### src/design/rpn_pkg.sv
// ---------------------------------------------------------------------------
// rpn_pkg
// Shared constants, codes and handshake structs of the RPN stack calculator.
// ---------------------------------------------------------------------------
package rpn_pkg;

    // default sizes
    localparam int DEF_STACK_DEPTH = 16;
    localparam int DEF_VALUE_BITS  = 32;

    // fixed-point format and port widths
    localparam int FRAC_BITS = 16;
    localparam int IO_BITS   = 32;
    localparam int CMD_W     = 3;
    localparam int DEPTH_W   = 5;
    localparam int ST_W      = 3;

    // command codes
    localparam logic [CMD_W-1:0] CMD_PUSH = 3'd0;
    localparam logic [CMD_W-1:0] CMD_ADD  = 3'd1;
    localparam logic [CMD_W-1:0] CMD_SUB  = 3'd2;
    localparam logic [CMD_W-1:0] CMD_MUL  = 3'd3;
    localparam logic [CMD_W-1:0] CMD_DIV  = 3'd4;

    // status codes
    localparam logic [ST_W-1:0] ST_OK    = 3'd0;
    localparam logic [ST_W-1:0] ST_SHORT = 3'd1;
    localparam logic [ST_W-1:0] ST_FULL  = 3'd2;
    localparam logic [ST_W-1:0] ST_DIVZ  = 3'd3;
    localparam logic [ST_W-1:0] ST_OVF   = 3'd4;

    // operation of the shared arithmetic unit
    typedef enum logic [1:0] {
        ALU_ADD,
        ALU_SUB,
        ALU_MUL,
        ALU_DIV
    } alu_op_t;

    // request to the arithmetic unit
    typedef struct packed {
        logic    start;
        alu_op_t op;
    } rpn_alu_req_t;

    // response from the arithmetic unit
    typedef struct packed {
        logic            done;
        logic [ST_W-1:0] status;
    } rpn_alu_rsp_t;

endpackage

### src/design/rpn_alu.sv
// ---------------------------------------------------------------------------
// rpn_alu
// Iterative signed fixed-point unit around one shared adder: add and
// subtract in one step, shift-add multiply one bit a step, restoring
// divide one quotient bit a step, then saturation and sign fix-up.
// ---------------------------------------------------------------------------
module rpn_alu #(
    parameter int VALUE_BITS = rpn_pkg::DEF_VALUE_BITS
) (
    input  logic                   aclk,
    input  logic                   aresetn,
    input  rpn_pkg::rpn_alu_req_t  req,
    input  logic [VALUE_BITS-1:0]  left_op,
    input  logic [VALUE_BITS-1:0]  right_op,
    output rpn_pkg::rpn_alu_rsp_t  rsp,
    output logic [VALUE_BITS-1:0]  result
);
    import rpn_pkg::*;

    localparam int W    = VALUE_BITS;
    localparam int QW   = VALUE_BITS + FRAC_BITS;
    localparam int CNTW = $clog2(QW);
    localparam logic [W-1:0] SIGN_W = {1'b1, {(W-1){1'b0}}};
    localparam logic [W-1:0] MAXP_W = ~SIGN_W;

    typedef enum logic [1:0] {
        A_IDLE,
        A_RUN,
        A_FIX
    } state_t;

    state_t            state_reg;
    alu_op_t           op_reg;
    logic              ls_reg;
    logic              rs_reg;
    logic              lzero_reg;
    logic [W-1:0]      mr_reg;
    logic [W-1:0]      acc_reg;
    logic [W-1:0]      lo_reg;
    logic [QW-1:0]     quo_reg;
    logic [CNTW-1:0]   cnt_reg;
    logic [W-1:0]      res_reg;
    logic [ST_W-1:0]   status_reg;
    logic              done_reg;

    logic [W-1:0]      mag_l;
    logic [W-1:0]      mag_r;
    logic [W-1:0]      rem_sh;
    logic [W:0]        add_a;
    logic [W:0]        add_b;
    logic              add_cin;
    logic [W:0]        add_sum;
    logic              div_ge;

    logic [2*W-1:0]    prod_shift;
    logic [W-1:0]      mag_low;
    logic              upper_nz;
    logic              neg;
    logic [W-1:0]      limit;
    logic [W-1:0]      low_neg;
    logic              ovf;
    logic [W-1:0]      fix_res;
    logic [ST_W-1:0]   fix_status;

    // operand magnitudes; the most negative word maps to 2^(W-1)
    assign mag_l = left_op[W-1]  ? (W'(0) - left_op)  : left_op;
    assign mag_r = right_op[W-1] ? (W'(0) - right_op) : right_op;

    // shared adder with operand selection
    always_comb begin
        add_a   = '0;
        add_b   = '0;
        add_cin = 1'b0;
        rem_sh  = {acc_reg[W-2:0], quo_reg[QW-1]};
        unique case (op_reg)
            ALU_ADD: begin
                add_a = {acc_reg[W-1], acc_reg};
                add_b = {mr_reg[W-1], mr_reg};
            end
            ALU_SUB: begin
                add_a   = {acc_reg[W-1], acc_reg};
                add_b   = ~{mr_reg[W-1], mr_reg};
                add_cin = 1'b1;
            end
            ALU_MUL: begin
                add_a = {1'b0, acc_reg};
                add_b = lo_reg[0] ? {1'b0, mr_reg} : '0;
            end
            ALU_DIV: begin
                add_a   = {1'b0, rem_sh};
                add_b   = ~{1'b0, mr_reg};
                add_cin = 1'b1;
            end
        endcase
        add_sum = add_a + add_b + {{W{1'b0}}, add_cin};
    end

    // trial subtract succeeds when no borrow out
    assign div_ge = ~add_sum[W];

    // saturation and sign fix-up
    always_comb begin
        prod_shift = {acc_reg, lo_reg} >> FRAC_BITS;
        neg        = ls_reg ^ rs_reg;
        limit      = neg ? SIGN_W : MAXP_W;
        if (op_reg == ALU_MUL) begin
            mag_low  = prod_shift[W-1:0];
            upper_nz = |prod_shift[2*W-1:W];
        end else begin
            mag_low  = quo_reg[W-1:0];
            upper_nz = |quo_reg[QW-1:W];
        end
        low_neg    = W'(0) - mag_low;
        ovf        = 1'b0;
        fix_res    = lo_reg;
        fix_status = ST_OK;
        unique case (op_reg)
            ALU_ADD: begin
                ovf     = (ls_reg == rs_reg) && (lo_reg[W-1] != ls_reg);
                fix_res = ovf ? (ls_reg ? SIGN_W : MAXP_W) : lo_reg;
            end
            ALU_SUB: begin
                ovf     = (ls_reg != rs_reg) && (lo_reg[W-1] != ls_reg);
                fix_res = ovf ? (ls_reg ? SIGN_W : MAXP_W) : lo_reg;
            end
            ALU_MUL, ALU_DIV: begin
                ovf     = upper_nz || (mag_low > limit);
                fix_res = ovf ? limit : (neg ? low_neg : mag_low);
            end
        endcase
        fix_status = ovf ? ST_OVF : ST_OK;
        // divide by zero overrides the iteration result
        if (op_reg == ALU_DIV && mr_reg == '0) begin
            fix_status = ST_DIVZ;
            fix_res    = lzero_reg ? '0 : (ls_reg ? SIGN_W : MAXP_W);
        end
    end

    // sequencer and datapath registers
    always_ff @(posedge aclk) begin
        if (!aresetn) begin
            state_reg <= A_IDLE;
            op_reg    <= ALU_ADD;
            done_reg  <= 1'b0;
        end else begin
            done_reg <= 1'b0;
            unique case (state_reg)
                A_IDLE: begin
                    if (req.start) begin
                        op_reg    <= req.op;
                        ls_reg    <= left_op[W-1];
                        rs_reg    <= right_op[W-1];
                        lzero_reg <= (left_op == '0);
                        unique case (req.op)
                            ALU_ADD, ALU_SUB: begin
                                acc_reg <= left_op;
                                mr_reg  <= right_op;
                                cnt_reg <= '0;
                            end
                            ALU_MUL: begin
                                acc_reg <= '0;
                                lo_reg  <= mag_l;
                                mr_reg  <= mag_r;
                                cnt_reg <= CNTW'(W - 1);
                            end
                            ALU_DIV: begin
                                acc_reg <= '0;
                                quo_reg <= {mag_l, {FRAC_BITS{1'b0}}};
                                mr_reg  <= mag_r;
                                cnt_reg <= CNTW'(QW - 1);
                            end
                        endcase
                        state_reg <= A_RUN;
                    end
                end
                A_RUN: begin
                    unique case (op_reg)
                        ALU_ADD, ALU_SUB: begin
                            lo_reg <= add_sum[W-1:0];
                        end
                        ALU_MUL: begin
                            acc_reg <= add_sum[W:1];
                            lo_reg  <= {add_sum[0], lo_reg[W-1:1]};
                        end
                        ALU_DIV: begin
                            acc_reg <= div_ge ? add_sum[W-1:0] : rem_sh;
                            quo_reg <= {quo_reg[QW-2:0], div_ge};
                        end
                    endcase
                    if (cnt_reg == '0) begin
                        state_reg <= A_FIX;
                    end else begin
                        cnt_reg <= cnt_reg - 1'b1;
                    end
                end
                A_FIX: begin
                    res_reg    <= fix_res;
                    status_reg <= fix_status;
                    done_reg   <= 1'b1;
                    state_reg  <= A_IDLE;
                end
            endcase
        end
    end

    assign rsp.done   = done_reg;
    assign rsp.status = status_reg;
    assign result     = res_reg;

endmodule

### src/design/rpn_stack_calculator_unit.sv
// ---------------------------------------------------------------------------
// rpn_stack_calculator_unit
// Reverse Polish calculator on a bounded stack of signed Q16.16 words.
// ---------------------------------------------------------------------------
// One command beat at a time: a push, a short-stack operator, a full-stack
// push or an unknown command goes from accept straight to the finish state;
// add, subtract, multiply and divide pass through the start and execute
// states and wait there for the arithmetic unit, whose shared adder handles
// one product or quotient bit per cycle. The stack lives in a memory with
// one write and one registered read port plus a top-of-stack register; the
// result beat waits in an output register while the block is idle and ready
// for the next command.
// ---------------------------------------------------------------------------
module rpn_stack_calculator_unit #(
    parameter int STACK_DEPTH = rpn_pkg::DEF_STACK_DEPTH,
    parameter int VALUE_BITS  = rpn_pkg::DEF_VALUE_BITS
) (
    input  logic                               aclk,
    input  logic                               aresetn,
    input  logic                               s_valid,
    output logic                               s_ready,
    input  logic [rpn_pkg::CMD_W-1:0]          s_command,
    input  logic signed [rpn_pkg::IO_BITS-1:0] s_value,
    output logic                               m_valid,
    input  logic                               m_ready,
    output logic signed [rpn_pkg::IO_BITS-1:0] m_top_value,
    output logic [rpn_pkg::DEPTH_W-1:0]        m_stack_depth,
    output logic [rpn_pkg::ST_W-1:0]           m_status
);
    import rpn_pkg::*;

    localparam int AW = $clog2(STACK_DEPTH);
    localparam int CW = $clog2(STACK_DEPTH + 1);

    typedef enum logic [1:0] {
        S_IDLE,
        S_START,
        S_EXEC,
        S_FINISH
    } state_t;

    state_t                  state_reg, state_next;
    logic [CW-1:0]           count_reg, count_next;
    logic [VALUE_BITS-1:0]   top_reg, top_next;
    logic [ST_W-1:0]         status_reg, status_next;
    alu_op_t                 op_reg, op_next;
    logic                    m_valid_reg, m_valid_next;
    logic [IO_BITS-1:0]      m_top_reg, m_top_next;
    logic [DEPTH_W-1:0]      m_depth_reg, m_depth_next;
    logic [ST_W-1:0]         m_status_reg, m_status_next;

    logic [VALUE_BITS-1:0]   mem [STACK_DEPTH];
    logic [VALUE_BITS-1:0]   rd_data_reg;
    logic                    mem_we;
    logic                    mem_re;
    logic [AW-1:0]           mem_waddr;
    logic [VALUE_BITS-1:0]   mem_wdata;

    logic                    accept;
    logic                    cmd_is_op;
    alu_op_t                 cmd_op;
    logic                    stack_full;
    logic                    stack_short;
    logic [CW-1:0]           cnt_m2;
    logic [AW-1:0]           second_addr;
    logic [VALUE_BITS+IO_BITS-1:0] v_ext;
    logic [VALUE_BITS-1:0]   v_trunc;
    logic [VALUE_BITS+IO_BITS-1:0] top_sext;
    logic [IO_BITS-1:0]      top_out;
    logic [DEPTH_W+CW-1:0]   depth_wide;

    rpn_alu_req_t            alu_req;
    rpn_alu_rsp_t            alu_rsp;
    logic [VALUE_BITS-1:0]   alu_res;

    assign s_ready = (state_reg == S_IDLE);
    assign accept  = s_valid && s_ready;

    // command decode
    always_comb begin
        cmd_is_op = 1'b1;
        cmd_op    = ALU_ADD;
        unique case (s_command)
            CMD_ADD: cmd_op = ALU_ADD;
            CMD_SUB: cmd_op = ALU_SUB;
            CMD_MUL: cmd_op = ALU_MUL;
            CMD_DIV: cmd_op = ALU_DIV;
            default: cmd_is_op = 1'b0;
        endcase
    end

    // stack bounds and addressing
    assign stack_full  = (count_reg >= CW'(STACK_DEPTH));
    assign stack_short = (count_reg < CW'(2));
    assign cnt_m2      = count_reg - CW'(2);
    assign second_addr = cnt_m2[AW-1:0];

    // word resizing at the ports
    assign v_ext      = {{VALUE_BITS{s_value[IO_BITS-1]}}, s_value};
    assign v_trunc    = v_ext[VALUE_BITS-1:0];
    assign top_sext   = {{IO_BITS{top_reg[VALUE_BITS-1]}}, top_reg};
    assign top_out    = (count_reg == '0) ? '0 : top_sext[IO_BITS-1:0];
    assign depth_wide = {{DEPTH_W{1'b0}}, count_reg};

    // arithmetic unit: second entry is the left operand, top the right
    assign alu_req.start = (state_reg == S_START);
    assign alu_req.op    = op_reg;

    rpn_alu #(
        .VALUE_BITS (VALUE_BITS)
    ) u_alu (
        .aclk     (aclk),
        .aresetn  (aresetn),
        .req      (alu_req),
        .left_op  (rd_data_reg),
        .right_op (top_reg),
        .rsp      (alu_rsp),
        .result   (alu_res)
    );

    // sequencer next state
    always_comb begin
        state_next    = state_reg;
        count_next    = count_reg;
        top_next      = top_reg;
        status_next   = status_reg;
        op_next       = op_reg;
        m_valid_next  = m_valid_reg && !m_ready;
        m_top_next    = m_top_reg;
        m_depth_next  = m_depth_reg;
        m_status_next = m_status_reg;
        mem_we        = 1'b0;
        mem_re        = 1'b0;
        mem_waddr     = count_reg[AW-1:0];
        mem_wdata     = v_trunc;
        unique case (state_reg)
            S_IDLE: begin
                if (accept) begin
                    status_next = ST_OK;
                    state_next  = S_FINISH;
                    priority if (s_command == CMD_PUSH) begin
                        if (!stack_full) begin
                            mem_we     = 1'b1;
                            top_next   = v_trunc;
                            count_next = count_reg + 1'b1;
                        end else begin
                            status_next = ST_FULL;
                        end
                    end else if (cmd_is_op) begin
                        if (stack_short) begin
                            // short stack: push zero in place of a result
                            mem_we      = 1'b1;
                            mem_wdata   = '0;
                            top_next    = '0;
                            count_next  = count_reg + 1'b1;
                            status_next = ST_SHORT;
                        end else begin
                            mem_re     = 1'b1;
                            op_next    = cmd_op;
                            state_next = S_START;
                        end
                    end else begin
                        // unknown command leaves the stack alone
                        state_next = S_FINISH;
                    end
                end
            end
            S_START: begin
                state_next = S_EXEC;
            end
            S_EXEC: begin
                if (alu_rsp.done) begin
                    mem_we      = 1'b1;
                    mem_waddr   = second_addr;
                    mem_wdata   = alu_res;
                    top_next    = alu_res;
                    count_next  = count_reg - 1'b1;
                    status_next = alu_rsp.status;
                    state_next  = S_FINISH;
                end
            end
            S_FINISH: begin
                if (!m_valid_reg || m_ready) begin
                    m_valid_next  = 1'b1;
                    m_top_next    = top_out;
                    m_depth_next  = depth_wide[DEPTH_W-1:0];
                    m_status_next = status_reg;
                    state_next    = S_IDLE;
                end
            end
        endcase
    end

    // state and registered outputs
    always_ff @(posedge aclk) begin
        if (!aresetn) begin
            state_reg   <= S_IDLE;
            count_reg   <= '0;
            m_valid_reg <= 1'b0;
        end else begin
            state_reg    <= state_next;
            count_reg    <= count_next;
            m_valid_reg  <= m_valid_next;
            top_reg      <= top_next;
            status_reg   <= status_next;
            op_reg       <= op_next;
            m_top_reg    <= m_top_next;
            m_depth_reg  <= m_depth_next;
            m_status_reg <= m_status_next;
        end
    end

    // stack memory, one write and one registered read
    always_ff @(posedge aclk) begin
        if (mem_we) begin
            mem[mem_waddr] <= mem_wdata;
        end
        if (mem_re) begin
            rd_data_reg <= mem[second_addr];
        end
    end

    assign m_valid       = m_valid_reg;
    assign m_top_value   = m_top_reg;
    assign m_stack_depth = m_depth_reg;
    assign m_status      = m_status_reg;

`ifndef SYNTHESIS
    // a completed operation pops exactly one entry
    assert property (@(posedge aclk) disable iff (!aresetn)
        alu_rsp.done |=> count_reg == ($past(count_reg) - 1'b1))
        else $error("operator did not pop one entry");

    // the arithmetic unit only answers while the sequencer waits for it
    assert property (@(posedge aclk) disable iff (!aresetn)
        alu_rsp.done |-> state_reg == S_EXEC)
        else $error("arithmetic result outside execute state");

    // a push onto a full stack leaves the depth unchanged
    assert property (@(posedge aclk) disable iff (!aresetn)
        (accept && s_command == CMD_PUSH && stack_full) |=> $stable(count_reg))
        else $error("push to full stack changed depth");

    // an operator reaches the unit only with two entries on the stack
    assert property (@(posedge aclk) disable iff (!aresetn)
        alu_req.start |-> count_reg >= CW'(2))
        else $error("operator started on short stack");
`endif

endmodule
### config.mk
export PLATFORM = sky130hd
export DESIGN_NAME = rpn_stack_calculator_unit
export DESIGN_NICKNAME = d
export VERILOG_FILES = /design/src/design/rpn_pkg.sv /design/src/design/rpn_alu.sv /design/src/design/rpn_stack_calculator_unit.sv
export SDC_FILE = /design/constraint.sdc
export NUM_CORES = 1
export LEC_CHECK = 0
export BUFFER_PORTS_ARGS = -buffer_cell sky130_fd_sc_hd__buf_2
export CAP_MARGIN = 40
export CORE_ASPECT_RATIO = 2
export CORE_MARGIN = 5
export CORE_UTILIZATION = 63
export DETAILED_ROUTE_END_ITERATION = 8
export PLACE_DENSITY = 0.87
export SLEW_MARGIN = 40
export SYNTH_ARGS = -nofsm -noshare
export SYNTH_HDL_FRONTEND = slang
export SYNTH_SLANG_ARGS = --single-unit
### constraint.sdc
create_clock -name aclk -period 6.9 [get_ports aclk]
set_clock_uncertainty 0.2 [all_clocks]
set_input_delay 0.69 -clock aclk [delete_from_list [all_inputs] [get_ports aclk]]
set_output_delay 0.69 -clock aclk [all_outputs]
set_load 0.03 [all_outputs]
==> summary.md <==
| Metric | Value |
|---|---|
| Grt ovf | `0` |
| Post-route setup slack | `1.334 ns` |
| Number of port buffers | `80` |
| Fin Setup TNS | `0 ns` |
| Final antenna-violating net count | `0` |
| Nets@finish | `3,016` |
| Top FF cell, synth | `edfxtp_1` |
| Final setup viols | `0` |
| Layout cells sized above 1 | `0.1776` |
| First-pass DRT Iterations | `6` |
| Peak supply drop | `0.0005607 V` |
| Pwr dens | `around 420 mW/mm²` |
| DP Worst Slack | `1.333 ns` |
| Largest family of logic cells by synthesized area | `multiplexers` |
| CP Capture Type | `flop` |
| Crit path cell chain | `buf_4 -> nand2b_2 -> a21boi_0 -> inv_1 -> ha_1 -> nand2_1 -> o21ai_0 -> a221o_1 -> nor3_1 -> o21ai_0 -> a2bb2oi_4 -> buf_4 -> a21oi_1 -> a21oi_1 -> o21ai_0` |
| Num CTS Buffers | `69` |
| Layout area overhead | `11.39%` |
| Initial DRC count | `3,524` |
| Crit path launch | `u_alu.op_reg[1]` |
| Sequential share of power | `0.388` |
| Vias | `26,930` |
| Pwr Total | `18,300 µW` |
| Multi-input logic area | `about 0.014 mm²` |
| Sw power | `6822 µW` |
| DR vias/cell | `7.196` |
| Period utilization | `0.8067` |
| Compound-Gate Fraction of Synth Area | `0.1054` |
| GPL Wtd Cong | `1.025` |
| Max_cap viols | `0` |
| Mapped Avg Cell Area | `13.83 µm²` |
| Mux share of post-synthesis cell area | `0.1116` |
| IO Pins | `81` |
| Starting density of the core | `0.6345` |
| Die W | `186.2 µm` |
| Fin crit period | `roughly 5.6 ns` |
| Status | `complete, no violations` |
| Post CTS Setup Buffer Count | `0` |
| Routed len/inst | `34.68 µm` |
| Clk sinks | `slightly above 800` |
| Post-Synth Simple-Gate Area | `0.08306` |
| Switch share | `0.3729` |
| Vias in the first global route | `26,610` |
| Max reg flops | `512` |
| Root buffer cell | `clkbuf_16` |
| CP Launch Type | `flop` |
| Fill cells | `3,925` |
| Total wire length | `129.8 mm` |
| Initial antenna violation count | `5` |
| TritonCTS clock tree | `yes` |
| Largest net degree at the start of global routing | `94` |
| Final Util | `0.7067` |
| Synth unique cells | `76` |
| Class of the worst hold path | `in -> reg` |
| GR Util All Layers | `0.3771` |
| R2r startpoint | `u_alu.op_reg[1]` |
| Combinational share of power | `0.368` |
| Crit-path max FO | `29` |
| Leakage Power | `0.01486 µW` |
| Die area | `0.06748 mm²` |
| PostCTS Resize Cnt | `0` |
| Post-synth EDFFs | `808` |
| Reg area | `0.02453 mm²` |
| Most frequent cells in the layout | `edfxtp_1, nand2_1, a21oi_1` |
| Worst-Margin Slew | `roughly 0.9 ns` |
| CTS clk-pin slew, worst paths | `0.08 ns` |
| Net Count, Synth | `2,949` |
| Hold buffer count at cts | `0` |
| Int Power | `11,470 µW` |
| Data arrival, critical path | `approximately 5.7 ns` |
| RSZ-0062 raised after global routing | `no` |
| H-tree Lvls | `3` |
| Max Slew Vio Count | `0` |
| Placed Area | `0.04099 mm²` |
| CTS Buffer Depth | `3` |
| Crit Path Category | `reg -> reg` |
| Post-Synthesis Cells | `2,828` |
| Final instance area | `0.04358 mm²` |
| Synthesized-area fraction occupied by adder cells | `0.02680` |
| Slowest-stage cell, CP | `a21boi_0` |
| Most Frequent Cell on Critical Path | `o21ai_0` |
| Synth Warn # | `0` |
| Yosys reg bits | `821` |
| Global-route wire length before repair | `180.8 mm` |
| Worst-Skew Late Latency | `0.65 ns` |
| Mapped Area | `0.03912 mm²` |
| Most common library cell in the layout ignoring fill and taps | `edfxtp_1` |
| Clk pwr share | `0.244` |
| Final hold vios | `0` |
| Async SR Flop Fraction | `0` |
| Slowest Stage Delay on Critical Path | `0.76 ns` |
| Highest clock rate | `0.1797 GHz` |
| Slew HR | `0.3896` |
| Core Area | `0.06166 mm²` |
| DRC Markers | `0` |
| CP required | `7.02 ns` |
| Post-synthesis sequential area ratio | `0.6269` |
| Xor and xnor area share after synthesis | `0.02261` |
| Post-DP HPWL | `85.53 mm` |
| Cell row count | `129` |
| Die Ht | `362.4 µm` |
| Min-delay src | `s_value[11]` |
-- kinds of logic (layout without fill, tap and decap cells) --
kind of cell    Yosys count  in the layout
mux                     232            232
xor+xnor                101            101
simple gates            702            702
fa+ha+maj                82             82
flops                   821            821
compound gates          647            647
buf+inv                 243            366
other cells               0              5
-- worst max-delay path, delay by kind of cell (launching register included) --
kind	cells	cell delay, ns
flops	1	0.49
compound gates	8	2.70
simple gates	3	0.74
fa+ha+maj	1	0.29
buf+inv	3	0.78
-- layout make-up --
class,count,area share
diodes,5,0.0002871
multi-input cells,1764,0.3216
inverters,85,0.007322
well taps,786,0.02257
repair buffers,154,0.02719
clock inverters,43,0.01522
flip-flops and latches,821,0.5630
clock buffers,84,0.04284
-- power by group through the flow --
stage / Sequential, µW / Clock [µW] / Combinational [µW]
final: 7090 / 4460 / 6740
after CTS: 7060 / 4430 / 6540
after detailed placement: 7160 / 0 / 6430
after floorplan: 6930 / 0 / 4400
after global placement: 7130 / 0 / 6190
after global routing: 7110 / 4720 / 7150
-- synth_stat cells, types with 16 or more instances --
master    number  share of area
a22oi_1       28         0.0054
a22o_1        64          0.014
nand3_1       34         0.0043
ha_1          79          0.025
mux2i_1       38         0.0097
nor3_1        42         0.0054
a21o_1        16         0.0031
xnor2_1       70          0.016
buf_1         25         0.0024
o21ai_0      161          0.021
nor2_1       186          0.018
a211oi_1      17         0.0033
a21oi_1      190          0.024
and2_1        25         0.0040
nand2_1      256          0.025
mux2_2        34         0.0098
o31ai_1       18         0.0035
xor2_1        31         0.0069
nor2b_1       40         0.0064
inv_1         83         0.0080
nand4_1       20         0.0032
edfxtp_1     808           0.62
o211ai_1      18         0.0035
nand2b_1      18         0.0029
o221ai_1      32         0.0072
nor4_1        27         0.0043
a31oi_1       37         0.0059
clkbuf_1     127          0.012
mux4_2       160          0.092
-- worst paths after layout --
path	cells past startpoint	slack, ns	end
max	15	1.33	u_alu.result[3]
min	2	0.17	top_reg[11]
max reg2reg	15	1.33	u_alu.result[3]
min reg2reg	0	0.22	m_status[2]
-- metal layers --
| layer | share of wire | vias up | GRT usage | wire length, µm |
|---|---|---|---|---|
| li1 | - | 11140 | - | - |
| met4 | 0.12 | 4 | 0.3175 | 14940 |
| met5 | 0.00016 | - | 0 | 21 |
| met1 | 0.30 | 13160 | 0.4138 | 38390 |
| met2 | 0.50 | 2031 | 0.6260 | 64640 |
| met3 | 0.091 | 592 | 0.06695 | 11760 |
-- per-stage QoR --
step	hold WS, ns	instances
floorplan	0.2003	2828
global placement	0.2104	3595
detailed placement	0.2045	3609
CTS	0.1318	3736
global route	0.1520	3740
finish	0.1688	3742
Power figures use the tool's default switching activity.
